## src/grz_pkg.sv

```systemverilog
// grz_pkg: shared types, constants and helpers for the node-zero reachability block
// no dependencies; compiled first
`default_nettype none

package grz_pkg;

    localparam int unsigned FieldNodes      = 32;
    localparam int unsigned MaxNodesDefault = 32;
    localparam int unsigned IdxW            = 5;
    localparam int unsigned CntW            = 6;
    localparam logic [CntW-1:0] NumNodesReset = 6'd32;

    typedef logic [FieldNodes-1:0] t_word;

    // token that walks the cell row: partial reached set and growth flag
    typedef struct packed {
        logic  vld;
        logic  grew;
        t_word acc;
    } t_token;

    // row write / clear command broadcast to every cell
    typedef struct packed {
        logic            wr_en;
        logic [IdxW-1:0] wr_idx;
        t_word           wr_bits;
        logic            clr;
    } t_row_cmd;

    typedef enum logic {
        ST_LOAD,
        ST_RUN
    } t_state;

    // ones in the low n bit positions
    function automatic t_word node_mask(input logic [CntW-1:0] n);
        t_word m;
        for (int j = 0; j < FieldNodes; j++) begin
            m[j] = (CntW'(j) < n);
        end
        return m;
    endfunction

endpackage

`default_nettype wire

```

## src/grz_if.sv

```systemverilog
// grz_if: valid/ready channels for adjacency rows in and reachability results out
// depends on grz_pkg
`default_nettype none

interface grz_row_if;
    import grz_pkg::*;

    logic            valid;
    logic            ready;
    logic [IdxW-1:0] row_index;
    t_word           row_bits;
    logic            last_row;

    modport source (output valid, output row_index, output row_bits, output last_row,
                    input ready);
    modport sink   (input valid, input row_index, input row_bits, input last_row,
                    output ready);
endinterface

interface grz_res_if;
    import grz_pkg::*;

    logic  valid;
    logic  ready;
    logic  connected;
    t_word reached_set;

    modport source (output valid, output connected, output reached_set, input ready);
    modport sink   (input valid, input connected, input reached_set, output ready);
endinterface

`default_nettype wire

```

## src/grz_cell.sv

```systemverilog
// grz_cell: one cell of the reachability row, holds one adjacency row
// depends on grz_pkg
`default_nettype none

module grz_cell #(
    parameter int unsigned NODE = 0
) (
    input  wire               i_clk,
    input  wire               i_rst_n,
    input  grz_pkg::t_row_cmd i_cmd,
    input  grz_pkg::t_word    i_mask,
    input  grz_pkg::t_token   i_tok,
    output grz_pkg::t_token   o_tok
);
    import grz_pkg::*;

    t_word  r_row;
    t_token r_tok;
    t_token n_tok;
    t_word  s_contrib;

    // adjacency row storage
    always_ff @(posedge i_clk) begin
        if (!i_rst_n || i_cmd.clr) begin
            r_row <= '0;
        end else if (i_cmd.wr_en && i_cmd.wr_idx == IdxW'(NODE)) begin
            r_row <= i_cmd.wr_bits;
        end
    end

    // add successors when this node is already reached
    always_comb begin
        s_contrib  = i_tok.acc[NODE] ? (r_row & i_mask) : '0;
        n_tok.vld  = i_tok.vld;
        n_tok.acc  = i_tok.acc | s_contrib;
        n_tok.grew = i_tok.grew | (n_tok.acc != i_tok.acc);
    end

    // only the valid bit needs a reset, the payload follows it
    always_ff @(posedge i_clk) begin
        if (!i_rst_n) begin
            r_tok.vld <= 1'b0;
        end else begin
            r_tok.vld <= n_tok.vld;
        end
        r_tok.acc  <= n_tok.acc;
        r_tok.grew <= n_tok.grew;
    end

    assign o_tok = r_tok;

endmodule

`default_nettype wire

```

## src/graph_reachability_from_node_zero_top.sv

```systemverilog
// graph_reachability_from_node_zero_top: loads an adjacency matrix and reports reachability
// from node 0; depends on grz_pkg, grz_if (grz_row_if, grz_res_if) and grz_cell
`default_nettype none

// channel   dir  modport            payload
// i_row     in   grz_row_if.sink    row_index[4:0], row_bits[31:0], last_row
// o_res     out  grz_res_if.source  connected, reached_set[31:0]
// i_cfg_*   in   write only         i_cfg_wdata[5:0] -> num_nodes
//
// rows are taken one word per cycle while loading and written straight into their cell
// a word with last_row set closes the matrix; the token then walks the row of
// cells, one cell per cycle, and recirculates until a whole pass adds no node;
// without an output stall this takes at most as many passes as the node count in use
// no rows are taken while the walk runs; a finished result waits in the output
// register while loading resumes, and a stalled output just keeps the token looping
// reset (synchronous, active low) clears the rows, num_nodes goes to 32

module graph_reachability_from_node_zero_top #(
    parameter int unsigned MAX_NODES = grz_pkg::MaxNodesDefault
) (
    input  wire                       i_clk,
    input  wire                       i_rst_n,
    grz_row_if.sink                   i_row,
    grz_res_if.source                 o_res,
    input  wire                       i_cfg_we,
    input  wire [grz_pkg::CntW-1:0]   i_cfg_wdata
);
    import grz_pkg::*;

    // cells beyond the field width could never hold a row
    localparam int unsigned Cells = (MAX_NODES < FieldNodes) ? MAX_NODES : FieldNodes;
    localparam logic [CntW-1:0] CapN = CntW'(Cells);

    // configuration
    logic [CntW-1:0] r_num_nodes;
    logic [CntW-1:0] s_eff_nodes;

    // control
    t_state   r_state;
    t_state   n_state;
    logic     r_start;
    t_word    r_mask;
    logic     s_in_ready;
    logic     s_in_acc;
    logic     s_close;
    logic     s_pass_done;
    logic     s_capture;
    t_row_cmd s_cmd;

    // cell row
    t_token           w_tok [Cells+1];
    logic [Cells-1:0] w_vlds;
    t_token           s_head;
    t_token           s_tail;

    // result register
    logic  r_res_vld;
    logic  r_res_conn;
    t_word r_res_set;

    always_ff @(posedge i_clk) begin
        if (!i_rst_n) begin
            r_num_nodes <= NumNodesReset;
        end else if (i_cfg_we) begin
            r_num_nodes <= i_cfg_wdata;
        end
    end

    // zero counts as one node, anything past the cell count saturates
    always_comb begin
        priority if (r_num_nodes == '0) begin
            s_eff_nodes = CntW'(1);
        end else if (r_num_nodes > CapN) begin
            s_eff_nodes = CapN;
        end else begin
            s_eff_nodes = r_num_nodes;
        end
    end

    assign s_in_acc    = i_row.valid && s_in_ready;
    assign s_close     = s_in_acc && i_row.last_row;
    assign s_tail      = w_tok[Cells];
    assign s_pass_done = (r_state == ST_RUN) && s_tail.vld && !s_tail.grew;
    assign s_capture   = s_pass_done && (!r_res_vld || o_res.ready);

    // next state
    always_comb begin
        n_state = r_state;
        unique case (r_state)
            ST_LOAD: begin
                if (s_close) begin
                    n_state = ST_RUN;
                end
            end
            ST_RUN: begin
                if (s_capture) begin
                    n_state = ST_LOAD;
                end
            end
            default: n_state = ST_LOAD;
        endcase
    end

    // state outputs
    always_comb begin
        unique case (r_state)
            ST_LOAD: s_in_ready = 1'b1;
            ST_RUN:  s_in_ready = 1'b0;
            default: s_in_ready = 1'b0;
        endcase
    end

    always_ff @(posedge i_clk) begin
        if (!i_rst_n) begin
            r_state <= ST_LOAD;
            r_start <= 1'b0;
        end else begin
            r_state <= n_state;
            r_start <= s_close;
        end
    end

    always_ff @(posedge i_clk) begin
        if (s_close) begin
            r_mask <= node_mask(s_eff_nodes);
        end
    end

    // row writes go in on accept, the whole store clears when a result is taken
    always_comb begin
        s_cmd.wr_en   = s_in_acc;
        s_cmd.wr_idx  = i_row.row_index;
        s_cmd.wr_bits = i_row.row_bits;
        s_cmd.clr     = s_capture;
    end

    // head of the row: fresh token with node 0 reached, or the tail looping back
    always_comb begin
        s_head.acc  = s_tail.acc;
        s_head.grew = 1'b0;
        priority if (r_start) begin
            s_head.vld = 1'b1;
            s_head.acc = t_word'(1);
        end else if (s_tail.vld && !s_capture) begin
            s_head.vld = 1'b1;
        end else begin
            s_head.vld = 1'b0;
        end
    end

    assign w_tok[0] = s_head;

    for (genvar k = 0; k < Cells; k++) begin : g_cell
        grz_cell #(
            .NODE (k)
        ) u_cell (
            .i_clk   (i_clk),
            .i_rst_n (i_rst_n),
            .i_cmd   (s_cmd),
            .i_mask  (r_mask),
            .i_tok   (w_tok[k]),
            .o_tok   (w_tok[k+1])
        );
        assign w_vlds[k] = w_tok[k+1].vld;
    end

    // output register, frees the row side while a result waits
    always_ff @(posedge i_clk) begin
        if (!i_rst_n) begin
            r_res_vld <= 1'b0;
        end else if (s_capture) begin
            r_res_vld <= 1'b1;
        end else if (o_res.ready) begin
            r_res_vld <= 1'b0;
        end
    end

    always_ff @(posedge i_clk) begin
        if (s_capture) begin
            r_res_conn <= (s_tail.acc == r_mask);
            r_res_set  <= s_tail.acc;
        end
    end

    assign i_row.ready       = s_in_ready;
    assign o_res.valid       = r_res_vld;
    assign o_res.connected   = r_res_conn;
    assign o_res.reached_set = r_res_set;

    // only one token ever walks the row
    a_one_token: assert property (@(posedge i_clk) disable iff (!i_rst_n)
        $onehot0(w_vlds))
        else $error("more than one token in the cell row");

    // no token survives once loading resumes
    a_idle_empty: assert property (@(posedge i_clk) disable iff (!i_rst_n)
        (r_state == ST_LOAD) |-> (w_vlds == '0))
        else $error("token left in the row while loading");

    // a taken result appears on the output next cycle
    a_capture_out: assert property (@(posedge i_clk) disable iff (!i_rst_n)
        s_capture |=> o_res.valid)
        else $error("result lost after capture");

    // node 0 is always reached and nothing lies outside the node mask
    a_set_sane: assert property (@(posedge i_clk) disable iff (!i_rst_n)
        s_capture |-> (s_tail.acc[0] && ((s_tail.acc & ~r_mask) == '0)))
        else $error("reached set malformed");

endmodule

`default_nettype wire

```

## src/flat_wrapper.sv

```systemverilog
// flat-port wrapper written by rule: the top's interface ports become plain ports
module graph_reachability_from_node_zero_top_flat import grz_pkg::*;
#(
    parameter int unsigned MAX_NODES = grz_pkg::MaxNodesDefault
)
  (i_clk, i_rst_n, i_cfg_we, i_cfg_wdata, i_row_valid, i_row_row_index, i_row_row_bits, i_row_last_row, i_row_ready, o_res_valid, o_res_connected, o_res_reached_set, o_res_ready);
  grz_row_if i_row_i ();
  grz_res_if o_res_i ();
  input  wire i_clk;
  input  wire i_rst_n;
  input  wire i_cfg_we;
  input  wire [grz_pkg::CntW-1:0] i_cfg_wdata;
  input wire logic [$bits(i_row_i.valid)-1:0] i_row_valid;
  input wire logic [$bits(i_row_i.row_index)-1:0] i_row_row_index;
  input wire logic [$bits(i_row_i.row_bits)-1:0] i_row_row_bits;
  input wire logic [$bits(i_row_i.last_row)-1:0] i_row_last_row;
  output wire logic [$bits(i_row_i.ready)-1:0] i_row_ready;
  output wire logic [$bits(o_res_i.valid)-1:0] o_res_valid;
  output wire logic [$bits(o_res_i.connected)-1:0] o_res_connected;
  output wire logic [$bits(o_res_i.reached_set)-1:0] o_res_reached_set;
  input wire logic [$bits(o_res_i.ready)-1:0] o_res_ready;
  assign i_row_i.valid = i_row_valid;
  assign i_row_i.row_index = i_row_row_index;
  assign i_row_i.row_bits = i_row_row_bits;
  assign i_row_i.last_row = i_row_last_row;
  assign i_row_ready = i_row_i.ready;
  assign o_res_valid = o_res_i.valid;
  assign o_res_connected = o_res_i.connected;
  assign o_res_reached_set = o_res_i.reached_set;
  assign o_res_i.ready = o_res_ready;
  graph_reachability_from_node_zero_top #(.MAX_NODES(MAX_NODES)) u_core (.i_clk(i_clk), .i_rst_n(i_rst_n), .i_row(i_row_i), .o_res(o_res_i), .i_cfg_we(i_cfg_we), .i_cfg_wdata(i_cfg_wdata));
endmodule
```

## config.mk

```make
export PLATFORM = sky130hd
export DESIGN_NAME = graph_reachability_from_node_zero_top_flat
export DESIGN_NICKNAME = d
export VERILOG_FILES = /design/src/grz_pkg.sv /design/src/grz_if.sv /design/src/grz_cell.sv /design/src/graph_reachability_from_node_zero_top.sv /design/src/flat_wrapper.sv
export SDC_FILE = /design/constraint.sdc
export NUM_CORES = 2
export LEC_CHECK = 0
export ABC_AREA = 1
export BUFFER_PORTS_ARGS = -buffer_cell sky130_fd_sc_hd__buf_2
export CAP_MARGIN = 20
export CORE_MARGIN = 3
export CORE_UTILIZATION = 45
export DETAILED_ROUTE_END_ITERATION = 12
export PLACE_DENSITY = 0.69
export SETUP_SLACK_MARGIN = 0.4
export SYNTH_ARGS = -nofsm -noshare
export SYNTH_HDL_FRONTEND = slang
export SYNTH_SLANG_ARGS = --single-unit
export TNS_END_PERCENT = 1
```

## constraint.sdc

```tcl
create_clock -name i_clk -period 3.64 [get_ports i_clk]
set_clock_uncertainty 0.2 [all_clocks]
set_input_delay 0.728 -clock i_clk [delete_from_list [all_inputs] [get_ports i_clk]]
set_output_delay 0.728 -clock i_clk [all_outputs]
set_load 0.01 [all_outputs]
```

# After elaboration in Yosys (flattened, before gate mapping)
# Cells that the tools add are included.
# word_totals
reg_bits	2186
inputBits	49
out_inout_bits	35
wordCells	418
# classes
n_lt_le_gt_ge	33
eq_ne	64
mux	43
n_bitwise	96
reduce_logical	47
# ops
op	n
$mux 32	33
$and 32x32->32	32
$ne 32x32->1	32
$or 32x32->32	32
$lt 5x6->1 const A	16
$eq 5x5->1 const B	16
$lt 4x6->1 const A	8
$eq 5x4->1 const B	8
$logic_and 1x1->1	38
$eq 32x32->1	1
$or 1x1->1	31
$lt 3x6->1 const A	4
$eq 5x3->1 const B	4
$lt 1x6->1 const A	2
$lt 2x6->1 const A	2
$mux 6	2
$eq 5x2->1 const B	2
$gt 6x6->1 const B	1
$logic_not 6->1	1
$mux 1	6
$eq 5x1->1 const B	1
$logic_not 5->1	1
$logic_not 1->1	4
$pmux 1 s2	2
3 further kinds	4

# Depth between registers and ports, before layout
# logic_depth
ltp_word	7
mapped_depth	10
mapped_depth_nobuf	8

# Modules after synthesis
# A second synthesis with hierarchy kept.
# unflattened
hier_cells	11170
hier_area_um2	89968.8
# modules_own_cells
module	instances	cells_per_inst	area_each_um2	seq_area_each_um2
grz_cell at u_core.g_cell[10].u_cell ...	6	338	2637.5	1301.2
grz_cell at u_core.g_cell[12].u_cell ...	4	338	2915.3	1301.2
grz_cell at u_core.g_cell[21].u_cell ...	4	342	2568.7	1301.2
grz_cell at u_core.g_cell[16].u_cell ...	3	337	2911.5	1301.2
grz_cell at u_core.g_cell[13].u_cell ...	3	339	2637.5	1301.2
grz_cell at u_core.g_cell[27].u_cell ...	3	338	2635.0	1301.2
grz_cell at u_core.g_cell[11].u_cell ...	3	338	2625.0	1301.2
graph_reachability_from_node_zero_top	1	329	3340.7	2132.0
grz_cell at u_core.g_cell[0].u_cell	1	338	2919.0	1301.2
grz_cell at u_core.g_cell[19].u_cell	1	338	2912.8	1301.2
grz_cell at u_core.g_cell[15].u_cell	1	346	2707.6	1301.2
grz_cell at u_core.g_cell[2].u_cell	1	339	2641.3	1301.2
grz_cell at u_core.g_cell[23].u_cell	1	338	2631.3	1301.2
grz_cell at u_core.g_cell[31].u_cell	1	338	2627.5	1301.2

# Least setup slack after synthesis
# OpenSTA, ideal clock, no wires.
# synth_path
path_type	input to register
from	input i_row_valid
to	register u_core.r_state
setup_time_ns	0.078
arrival_time_ns	2.534
required_time_ns	3.362
slack_ns	0.828
stages	4
n_path_buf	0
cell_sequence	nand2_2 nor2_1 inv_1 o22ai_1
# synth_between
elab_chain_len	4
# synth_rtl
item	line_no	source
start: declaration	flat_wrapper.sv:13	input wire logic [$bits(i_row_i.valid)-1:0] i_row_valid;
$logic_and 1x1->1	graph_reachability_from_node_zero_top.sv:80	assign s_in_acc = i_row.valid && s_in_ready;
$logic_and 1x1->1	graph_reachability_from_node_zero_top.sv:81	assign s_close = s_in_acc && i_row.last_row;
net u_core.s_close	graph_reachability_from_node_zero_top.sv:45	logic s_close;
$mux 1	graph_reachability_from_node_zero_top.sv:91	if (s_close) begin
$pmux 1 s2	graph_reachability_from_node_zero_top.sv:89	unique case (r_state)
end signal: assignment	graph_reachability_from_node_zero_top.sv:118	r_state <= n_state;
end: declaration	graph_reachability_from_node_zero_top.sv:39	t_state r_state;
# The timed path passes the listed nets, and every way through them passes these cells.
# A chain may end at the register's enable or synchronous reset.

# Worst setup path after layout
# layout_path
from	register u_core.r_state
to	register u_core.g_cell[3].u_cell.r_row[19]
# layout_between
elab_chain_len	4
word_cells_on_any_way	8
cone_classes	mux: 1; bitwise: 1; reduce/logical: 6
# layout_rtl
item	line_no	source
$not 1->1 / $logic_and 1x1->1 (equally long branches)	graph_reachability_from_node_zero_top.sv:106, graph_reachability_from_node_zero_top.sv:83	
$pmux 1 s2 / $logic_and 1x1->1 (equally long branches)	graph_reachability_from_node_zero_top.sv:106, graph_reachability_from_node_zero_top.sv:83	
$logic_and 1x1->1 (on tied branches)	graph_reachability_from_node_zero_top.sv:80, graph_reachability_from_node_zero_top.sv:84	
$logic_and 1x1->1 / $logic_or 1x1->1 (equally long branches)	grz_cell.sv:26, grz_cell.sv:24	
end signal: assignment	grz_cell.sv:27	r_row <= i_cmd.wr_bits;
end: declaration	grz_cell.sv:17	t_word r_row;
# Several ways; a longest one is shown, not always the timed one.

==> run_results.csv <==
group,metric,value,unit
yosys,syn-instance-count,10800,
floorplan,dieArea,0.185,mm^2
critical_path,ff2ff_setup_slack,0.80,ns
clock_tree,clk_latency,0.87,ns
clock_tree,cts_tree,"done",
yosys,async_flop_share,0,%
global_routing,grtUsageTotal,31.3,%
sta,max-slew-margin-rel,23.0,%
floorplan,coreArea,0.179,mm^2
yosys,synth_common_cells,"3167 x nand2_1, 2089 x dfxtp_1, 1070 x inv_1, 995 x nand3_1, 908 x a21oi_1",
placement,place_hpwl,189000,um
clock_tree,cts_setup_buffers,0,
critical_path,cp_max_fo,32,
floorplan,die_w,430,um
cells_and_area,n_fill_cell,16600,
job,cap_violations,0,
route,vias_per_cell,5.67,
global_routing,grt_start_max_net_pins,183,
critical_path,cp-startpoint,"u_core.r_state",
clock_tree,root_buffer,"clkbuf_16",
sta,setup_viol,0,
route,wl_per_cell,23.1,um
yosys,synth_seq_cells,2154,
worst_hold_path,min_path_cells,3,
yosys,yosys-top-cells-area,"dfxtp_1 52%, nand2_1 15%, nand3_1 6.1%",
placement,io_buffers,83,
sta,fmax,352,MHz
yosys,synth_most_common_cell,"nand2_1",
sta,min_period,2.84,ns
yosys,ys_warn_count,0,
yosys,syn_area,0.0810,mm^2
cells_and_area,syn_to_final_growth,12.2,%
sta,period_share,78.1,%
yosys,synth_edf_count,65,
critical_path,r2r_start,"u_core.r_state",
global_routing,grt_pass1_wl,435000,um
floorplan,initial_core_util,45.3,%
route,first_iter_violations,10700,
critical_path,cp.arrival,3.35,ns
sta,fin_setup_tns,0,ns
yosys,ys_seq_area_share,54.0,%
worst_hold_path,min_delay_worst_endpoint,"u_core.r_num_nodes[0]",
route,final_antenna_net_count,0,
yosys,synth-main-ff-cell,"dfxtp_1",
critical_path,worstPathRequired,4.15,ns
critical_path,worstSetupEndpointType,"register",
clock_tree,cts_buffers,212,
worst_hold_path,min_path_type,"in2reg",
sta,rsz0062_at_grt,"false",
critical_path,crit_type,"reg2reg",
pwr,p_leak,39.3,nW
yosys,synth.distinct_cells,22,
cells_and_area,nNetsFinal,10600,
critical_path,start_kind,"register",
clock_tree,clockBufferDepth,3,
cells_and_area,utilization,50.9,%
global_routing,overflow,0,
clock_tree,hold_buffers,0,
floorplan,rows,155,
floorplan,io_pins,84,
worst_hold_path,hold_start,"i_cfg_wdata[0]",
yosys,avgSynthCellArea,7.51,um^2
pwr,ir_drop,0.000432,V
route,vias,74100,
clock_tree,clkSlewWorstSetupHoldPaths,0.06,ns
yosys,synth_nets,10800,
sta,worst_pin_slew,1.15,ns
cells_and_area,post_route_cells_drive_above_1_share,6.54,%
clock_tree,clock_tree.htree_level_count,4,
yosys,synth_top_cell_by_area,"dfxtp_1",
placement,gp_congestion,0.933,
route,wl,302000,um
yosys,synth_top_area_share,51.6,%
global_routing,grt_pass1_vias,67500,
sta,holdWs,0.0786,ns
sta,finalHoldViolCount,0,
run_status,status,"completed",
global_routing,antenna_found_initial,10,
floorplan,fp.dieH,430,um
route,first_pass_iters,7,
pwr,power_density,569,mW/mm^2
clock_tree,post_cts_resized,0,
critical_path,timing.rr.end,"u_core.g_cell[3].u_cell.r_row[19]",
clock_tree,clock_sinks,2154,
critical_path,reg2reg_depth,9,
route,drc,0,
sta,maxSlewViolCount,0,
## sequential cells by signal, summed over array words and instances, names as in the netlist
register	cells
u_core.r_num_nodes	6
u_core.o_res.connected	1
u_core.g_cell.u_cell.o_tok	1088
u_core.r_state	1
u_core.g_cell.u_cell.r_row	992
u_core.o_res.reached_set	32
u_core.r_mask	32
u_core.o_res.valid	1
u_core.r_start	1
## worst max path at each step
stage / end / slack [ns] / depth (start not counted)
final: u_core.g_cell[3].u_cell.r_row[19] / 0.80 / 9
after floorplan: u_core.r_state / 0.83 / 4
after detailed placement: u_core.g_cell[3].u_cell.r_row[23] / 0.54 / 9
after global placement: u_core.g_cell[3].u_cell.r_row[30] / 0.56 / 9
after CTS: u_core.g_cell[3].u_cell.r_row[23] / 0.91 / 9
after global routing: u_core.g_cell[3].u_cell.r_row[27] / 0.77 / 9
## cell usage in the layout (no fill, tap or decap), drive strengths merged, types with 65 or more instances in the layout
| master | n |
|---|---|
| inv | 1116 |
| buf | 289 |
| nand2 | 3168 |
| clkbuf | 300 |
| nor2 | 585 |
| dfxtp | 2089 |
| nor3 | 95 |
| edfxtp | 65 |
| a21oi | 908 |
| o21ai | 478 |
| nand4 | 469 |
| nand3 | 995 |
## metal layers
layer	vias up	part of all wire, %	GRT usage, %	routed length, um
li1	33900	-	-	-
met1	35100	40	42.4	121000
met5	-	0.0043	0	13
met2	4334	43	47.4	130000
met4	2	5.9	16.7	17800
met3	795	11	5.66	32800
## logic make-up after synthesis
group / Yosys count / synth area share [%]
AO/OA/AOI/OAI: 1420 / 8.88
XOR/XNOR: 25 / 0.270
buffers and inverters: 1878 / 9.02
other: 1 / 0.00463
AND/OR/NAND/NOR: 5312 / 27.8
flip-flops: 2154 / 54.0
## critical path, stage by stage, from the launching register on
cell	delay, ns
dfxtp_1	0.31
inv_2	0.11
nand2_2	0.10
nor2_2	0.53
inv_2	0.20
nor2_2	0.22
buf_4	0.40
inv_2	0.36
nand2_1	0.17
a21oi_1	0.07
## final cells by class
class	count	area (um^2)	share of cell area [%]
clock inverter	93	1200	1.32
timing repair buffer	289	2570	2.83
inverter	1109	4160	4.58
clock buffer	300	6280	6.91
antenna	4	10.0	0.0110
sequential	2154	43800	48.2
tap	2355	2950	3.24
multi-input combinational	6758	29900	32.9
## metrics by stage
stage	std cells	setup WS, ns	power [mW]	instance area [um^2]
2_1_floorplan	10800	0.828	27.2	81000
3_3_place_gp	12700	0.563	28.7	83300
3_5_place_dp	12700	0.540	28.8	83300
4_1_cts	13100	0.912	51.7	90800
5_1_grt	13100	0.767	53.0	90900
6_report	13100	0.798	51.7	90900
## power by group
| group | switching [mW] | internal (mW) |
|---|---|---|
| registers | 0.575 | 24.6 |
| logic | 2.50 | 0.719 |
| clock network | 9.70 | 13.6 |
Power figures use the tool's default switching activity.
